File: src/rtl/core/mcb_pkg.sv
// Shared types and constants for the moving circle box entry test.
// Used by every module of the block; no dependencies.
package mcb_pkg;

    localparam int COORD_WIDTH_DEF = 31;

    typedef enum logic [1:0] {
        AX_EMPTY,
        AX_ALL,
        AX_SPAN
    } axis_kind_t;

    typedef struct packed {
        logic s1;
        logic s2;
        logic s3;
        logic s4;
        logic s5;
    } stage_en_t;

endpackage

File: src/rtl/core/mcb_axis_lane.sv
// One axis lane: shrinks the slab by the radius and finds the entry and exit times
// as fractions over the speed. Two register stages. Depends on mcb_pkg.
module mcb_axis_lane #(
    parameter int COORD_WIDTH = mcb_pkg::COORD_WIDTH_DEF
) (
    input  logic                          clk,
    input  logic                          rst_n,
    input  mcb_pkg::stage_en_t            en,
    input  logic signed [COORD_WIDTH-1:0] pos,
    input  logic signed [COORD_WIDTH-1:0] vel,
    input  logic signed [COORD_WIDTH-1:0] bound_lo,
    input  logic signed [COORD_WIDTH-1:0] bound_hi,
    input  logic        [COORD_WIDTH-2:0] radius,
    output mcb_pkg::axis_kind_t           kind,
    output logic        [COORD_WIDTH:0]   t_start,
    output logic        [COORD_WIDTH:0]   t_end,
    output logic        [COORD_WIDTH-1:0] den
);

    localparam int W = COORD_WIDTH;

    logic signed [W-1:0] p_reg;
    logic signed [W-1:0] v_reg;
    logic signed [W:0]   lo_reg;
    logic signed [W:0]   hi_reg;
    logic signed [W:0]   lo_next;
    logic signed [W:0]   hi_next;

    logic signed [W+1:0] d_lo;
    logic signed [W+1:0] d_hi;
    logic signed [W+1:0] neg_d_lo;
    logic signed [W+1:0] neg_d_hi;
    logic                lo_above_p;
    logic                hi_below_p;
    logic                slab_empty;
    logic                v_zero;
    logic [W-1:0]        v_abs;

    mcb_pkg::axis_kind_t kind_reg;
    mcb_pkg::axis_kind_t kind_next;
    logic [W:0]          start_reg;
    logic [W:0]          start_next;
    logic [W:0]          end_reg;
    logic [W:0]          end_next;
    logic [W-1:0]        den_reg;

    assign lo_next = $signed({bound_lo[W-1], bound_lo}) + $signed({2'b00, radius});
    assign hi_next = $signed({bound_hi[W-1], bound_hi}) - $signed({2'b00, radius});

    always_ff @(posedge clk)
    begin
        if (en.s1)
        begin
            p_reg  <= pos;
            v_reg  <= vel;
            lo_reg <= lo_next;
            hi_reg <= hi_next;
        end
    end

    assign d_lo       = $signed({lo_reg[W], lo_reg}) - $signed({{2{p_reg[W-1]}}, p_reg});
    assign d_hi       = $signed({hi_reg[W], hi_reg}) - $signed({{2{p_reg[W-1]}}, p_reg});
    assign neg_d_lo   = -d_lo;
    assign neg_d_hi   = -d_hi;
    assign lo_above_p = !d_lo[W+1] && (d_lo != '0);
    assign hi_below_p = d_hi[W+1];
    assign slab_empty = lo_reg > hi_reg;
    assign v_zero     = (v_reg == '0);
    assign v_abs      = v_reg[W-1] ? (~v_reg + 1'b1) : v_reg;

    always_comb
    begin
        kind_next  = mcb_pkg::AX_EMPTY;
        start_next = '0;
        end_next   = '0;
        if (v_zero)
        begin
            if (!lo_above_p && !hi_below_p)
            begin
                kind_next = mcb_pkg::AX_ALL;
            end
        end
        else if (!slab_empty)
        begin
            if (!v_reg[W-1])
            begin
                if (!hi_below_p)
                begin
                    kind_next  = mcb_pkg::AX_SPAN;
                    start_next = lo_above_p ? d_lo[W:0] : '0;
                    end_next   = d_hi[W:0];
                end
            end
            else
            begin
                if (!lo_above_p)
                begin
                    kind_next  = mcb_pkg::AX_SPAN;
                    start_next = hi_below_p ? neg_d_hi[W:0] : '0;
                    end_next   = neg_d_lo[W:0];
                end
            end
        end
    end

    always_ff @(posedge clk or negedge rst_n)
    begin
        if (!rst_n)
        begin
            kind_reg <= mcb_pkg::AX_EMPTY;
        end
        else if (en.s2)
        begin
            kind_reg <= kind_next;
        end
    end

    always_ff @(posedge clk)
    begin
        if (en.s2)
        begin
            start_reg <= start_next;
            end_reg   <= end_next;
            den_reg   <= v_abs;
        end
    end

    assign kind    = kind_reg;
    assign t_start = start_reg;
    assign t_end   = end_reg;
    assign den     = den_reg;

endmodule

File: config.mk
export PLATFORM = sky130hd
export DESIGN_NAME = mcb_axis_lane
export DESIGN_NICKNAME = d
export VERILOG_FILES = /design/src/rtl/core/mcb_pkg.sv /design/src/rtl/core/mcb_axis_lane.sv
export SDC_FILE = /design/constraint.sdc
export NUM_CORES = 1
export LEC_CHECK = 0
export ABC_AREA = 1
export ABC_CLOCK_PERIOD_IN_PS = 3900
export BUFFER_PORTS_ARGS = -buffer_cell sky130_fd_sc_hd__buf_2
export CORE_MARGIN = 8
export CORE_UTILIZATION = 41
export CTS_BUF_LIST = sky130_fd_sc_hd__clkbuf_16
export DETAILED_ROUTE_END_ITERATION = 6
export SLEW_MARGIN = 20
export SYNTH_ARGS = -nofsm -noshare
export SYNTH_HDL_FRONTEND = slang
export SYNTH_SLANG_ARGS = --single-unit
File: constraint.sdc
create_clock -name clk -period 3.9 [get_ports clk]
set_clock_uncertainty 0.15 [all_clocks]
set_input_delay 0.195 -clock clk [delete_from_list [all_inputs] [get_ports clk]]
set_output_delay 0.195 -clock clk [all_outputs]
set_load 0.05 [all_outputs]
# Word-level counts from Yosys, hierarchy flattened
# Index checks and enable logic that the tools add are counted.
[word_totals]
wordCells = 41
in_bits = 161
regBits = 223
out_inout_bits = 97
[classes]
bitwise = 1
n_lt_le_gt_ge = 1
n_reduce_logical = 8
n_mux = 15
addsub = 7
[op_table]
columns = ["op", "count"]
rows = [
  ["32-bit two-way mux", 8],
  ["32-bit by 31-bit subtractor with 33-bit output", 2],
  ["32-bit negator", 2],
  ["33-bit nonzero test", 1],
  ["31-bit by 31-bit adder with 32-bit output", 1],
  ["32-bit greater-than comparator", 1],
  ["31-bit by 31-bit subtractor with 32-bit output", 1],
  ["31-bit by 1-bit adder with 31-bit output (second input constant)", 1],
  ["31-bit logical NOT", 1],
  ["31-bit inverter", 1],
  ["30-bit two-way mux", 1],
  ["2-bit two-way mux", 5],
  ["1-bit logical NOT", 3],
  ["1-bit logical AND", 2],
  ["2-bit OR reduction", 1],
  ["1-bit two-way mux", 1],
]

# Depth between registers and ports, before layout
[logic_depth]
word_depth = 7
ltp_mapped = 24
depth_no_buf = 24

# Worst setup path after synthesis
# No wires, ideal clock.
[synth_path]
path_type = "flip-flop to flip-flop"
start = "reg p_reg[0]"
end = "reg start_reg[31] (netlist: t_start[31]) (data pin)"
arrival_ns = 2.890
path_stages_with_launch = 18
setup_time_ns = 0.257
slack_ns = 0.603
cell_sequence = "edfxtp_1 > ha_1 > fa_1 > ha_1 > nand2_1 > inv_1 > nand3_1 > nor2_2 > nand2_2 > nor2_4 > nand3_4 > nor2_4 > nand3_4 > or2_2 > nand3_1 > nor2_1 > nor2_1 > nor2_1"
[synth_via]
elab_chain_len = 6
[synth_rtl]
columns = ["item", "line_no", "text"]
rows = [
  ["from (decl)", "mcb_axis_lane.sv:22", "logic signed [W-1:0] p_reg;"],
  ["from (signal assigned)", "mcb_axis_lane.sv:54", "p_reg <= pos;"],
  ["parallel branches: the longest is 5 deep, another holds 32-bit by 31-bit subtractor with 33-bit output", "--", ""],
  ["32-bit two-way mux (*)", "mcb_axis_lane.sv:85", "if (!v_reg[W-1])"],
  ["to (signal assigned)", "mcb_axis_lane.sv:122", "start_reg <= start_next;"],
  ["to (decl)", "mcb_axis_lane.sv:41", "logic [W:0] start_reg;"],
]
# Mark *: on every way between the ends.
# A chain may end at the register's enable or synchronous reset.

# Worst setup path in the final report
[layout_path]
start = "reg p_reg[0]"
end = "reg end_reg[13] (netlist: t_end[13]) (data pin)"
[layout_via]
elab_chain_len = 5
[layout_rtl]
columns = ["item", "line_no", "text"]
rows = [
  ["parallel branches: the longest is 4 deep, another holds 32-bit by 31-bit subtractor with 33-bit output", "--", ""],
  ["32-bit two-way mux (*)", "mcb_axis_lane.sv:85", ""],
  ["to (signal assigned)", "mcb_axis_lane.sv:123", "end_reg <= end_next;"],
  ["to (decl)", "mcb_axis_lane.sv:43", "logic [W:0] end_reg;"],
]
# Marks and branches as above.

==> impl_metrics.env <==
export IMPL_outcome="complete, no violations"
export IMPL_cts_tree="built"
export IMPL_rsz0062_at_grt="true"
export IMPL_grt_pass1_wl_um=97600
export IMPL_finalCritPeriodShare=0.952
export IMPL_yosysUniqueCellTypes=55
export IMPL_die_x_um=234
export IMPL_crit_arrival_ns=3.91
export IMPL_fin_nets=3464
export IMPL_dr_total_vias=18800
export IMPL_synth_common_cells="845 x nand2_1, 506 x inv_1, 276 x nor2_1"
export IMPL_dpl_cell_area_sq_mm=0.0217
export IMPL_synth_cells=2751
export IMPL_grt_usage=0.225
export IMPL_hpwl_um=53000
export IMPL_synthFlopType="edfxtp_1"
export IMPL_ys_seq_elements=223
export IMPL_crit_path_start_kind="flop"
export IMPL_yosys_warnings=0
export IMPL_dp_cells=3639
export IMPL_drt_iter0_markers=1247
export IMPL_path_class="reg -> reg"
export IMPL_numClockSinks=223
export IMPL_design_area_sq_mm=0.0234
export IMPL_syn_nets=3076
export IMPL_ir_worst_vdd_mv=0.280
export IMPL_synthesis_area_sq_mm=0.0194
export IMPL_drtAntennaViolNets=0
export IMPL_yosysTopAreaCell="edfxtp_1"
export IMPL_avgRoutedWirePerCell_um=16.7
export IMPL_fin_util=0.502
export IMPL_max_clock_path_buffers=3
export IMPL_viasPerCell=4.99
export IMPL_initial_core_util=0.417
export IMPL_tightest_slew_ns=0.793
export IMPL_final_setup_worst_slack_ns=0.188
export IMPL_yosysTopAreaCellShare=0.341
export IMPL_die_height_um=234
export IMPL_clk_latency_ns=0.54
export IMPL_gp_congestion=0.941
export IMPL_hold_class="in -> reg"
export IMPL_antenna_found_initial=2
export IMPL_synth_enable_flop_cells=221
export IMPL_cts_root_buf="clkbuf_16"
export IMPL_die_area_sq_mm=0.0546
export IMPL_dp_slack_ns=-0.00429
export IMPL_yosysSeqAreaShare=0.344
export IMPL_first_pass_iters=6
export IMPL_drc_errors=0
export IMPL_numCtsBuffers=23
export IMPL_power_density_mw_per_mm2=465
export IMPL_endpoint_kind="flop"
export IMPL_finalSetupViolations=0
export IMPL_power_leakage_nw=11.9
export IMPL_io_pins=258
export IMPL_total_power_mw=10.9
export IMPL_routed_wl_um=62800
export IMPL_io_buffers=254
export IMPL_clk_pin_slew_ns=0.06
export IMPL_core_area_sq_mm=0.0467
export IMPL_h_tree_depth=1
export IMPL_synth_area_leaders="edfxtp_1 34%, nand2_1 16%, ha_1 10%"
export IMPL_tns_ns=0
export IMPL_async_flop_share=0.00897
export IMPL_fillers=4785
export IMPL_drive_above_1_share=0.132
export IMPL_fin_cells=3765
export IMPL_area_growth_pct=20.4
export IMPL_max_freq_mhz=269
export IMPL_finalHoldViolCount=0
export IMPL_cp_required_ns=4.10
export IMPL_cp_max_fo=11
export IMPL_syn_avg_cell_area_sq_um=7.07
export IMPL_synth_most_common_cell="nand2_1"
export IMPL_maxCapViolations=0
export IMPL_max_slew_margin=0.472
export IMPL_min_period_ns=3.71
export IMPL_fin_hold_ws_ns=0.0299
export IMPL_overflow=0
export IMPL_rrSetupSlack_ns=0.19
export IMPL_grt_max_degree=68
export IMPL_rows=79
export IMPL_slew_violations=0
export IMPL_first_global_vias=18900
## layer usage
| layer | wire length [um] | up-vias | track usage |
|---|---|---|---|
| met5 | 0 | - | 0 |
| met4 | 1710 | 0 | 0.0661 |
| met3 | 2990 | 84 | 0.0242 |
| met2 | 30400 | 477 | 0.401 |
| met1 | 27800 | 8572 | 0.285 |
| li1 | - | 9637 | - |
## power breakdown
part | switching (mW) | internal, mW
Combinational | 3.79 | 1.70
Sequential | 0.163 | 3.05
Clock | 0.905 | 1.27
## area by class of cell
cell class                 count  area (sq um)  area share
multi-input combinational   1996         10800       0.462
clock inverter                19           169     0.00721
antenna                        2          5.00    0.000214
clock buffer                  23           576      0.0246
timing repair buffer         382          2460       0.105
tap                          607           759      0.0324
sequential                   223          6690       0.286
inverter                     513          1930      0.0824
## what timing repair did
item	in CTS	in global routing
gates resized for setup	0	31
hold buffers	72	0
setup buffers	1	7
pin swaps	1	5
cloned	0	2
endpoints found under the setup margin	1	61
hold endpoints to repair	72	0
## placed cells by master, fill, tap and decap left out, types with 7 or more instances in the layout
master,instances
nand2_1,839
inv_1,510
nor2_1,267
buf_2,252
edfxtp_1,221
a21oi_1,169
ha_1,160
nand3_1,138
dlygate4sd3_1,72
xor2_1,67
o21ai_0,60
buf_4,53
nand4_1,48
xnor2_1,37
nor3_1,33
a31oi_1,24
clkbuf_16,23
nor2_2,15
nand2_2,14
o21bai_1,13
a21boi_0,13
nand3b_1,12
o21a_1,10
nor2_4,9
nor3b_1,7
nand3_2,7
## worst paths after layout
check | from | endpoint | cells past startpoint
min in group asynchronous | rst_n | kind[0] | 3
worst max-delay path | p_reg[0] | t_end[13] | 17
max in group asynchronous | rst_n | kind[1] | 3
worst min-delay path | bound_lo[2] | lo_reg[2] | 3
worst min register to register | v_reg[0] | den[0] | 0
worst max register to register | p_reg[0] | t_end[13] | 17
## cell families after synthesis
| group | after synthesis | share of synthesized area |
|---|---|---|
| and+or+nand+nor | 1412 | 0.305 |
| buffers and inverters | 534 | 0.105 |
| AOI/OAI and AO/OA | 312 | 0.0900 |
| DFF | 223 | 0.344 |
| adders and majority gates | 164 | 0.107 |
| xor gates and xnor gates | 106 | 0.0487 |
## worst max-delay path, cell delays in order (launching register included)
cell and delay, ns:
edfxtp_1 0.43, ha_1 0.24, fa_2 0.57, ha_1 0.17, nand2_1 0.07, inv_1 0.06
nand3_1 0.11, nor2_2 0.16, nand2_2 0.10, nor2_4 0.15, nand3_4 0.12, nor2_4 0.22
nand3_4 0.12, o21ai_4 0.16, buf_12 0.15, buf_4 0.20, nand4_1 0.10, a21oi_1 0.24
(Power assumes the default switching activity.)
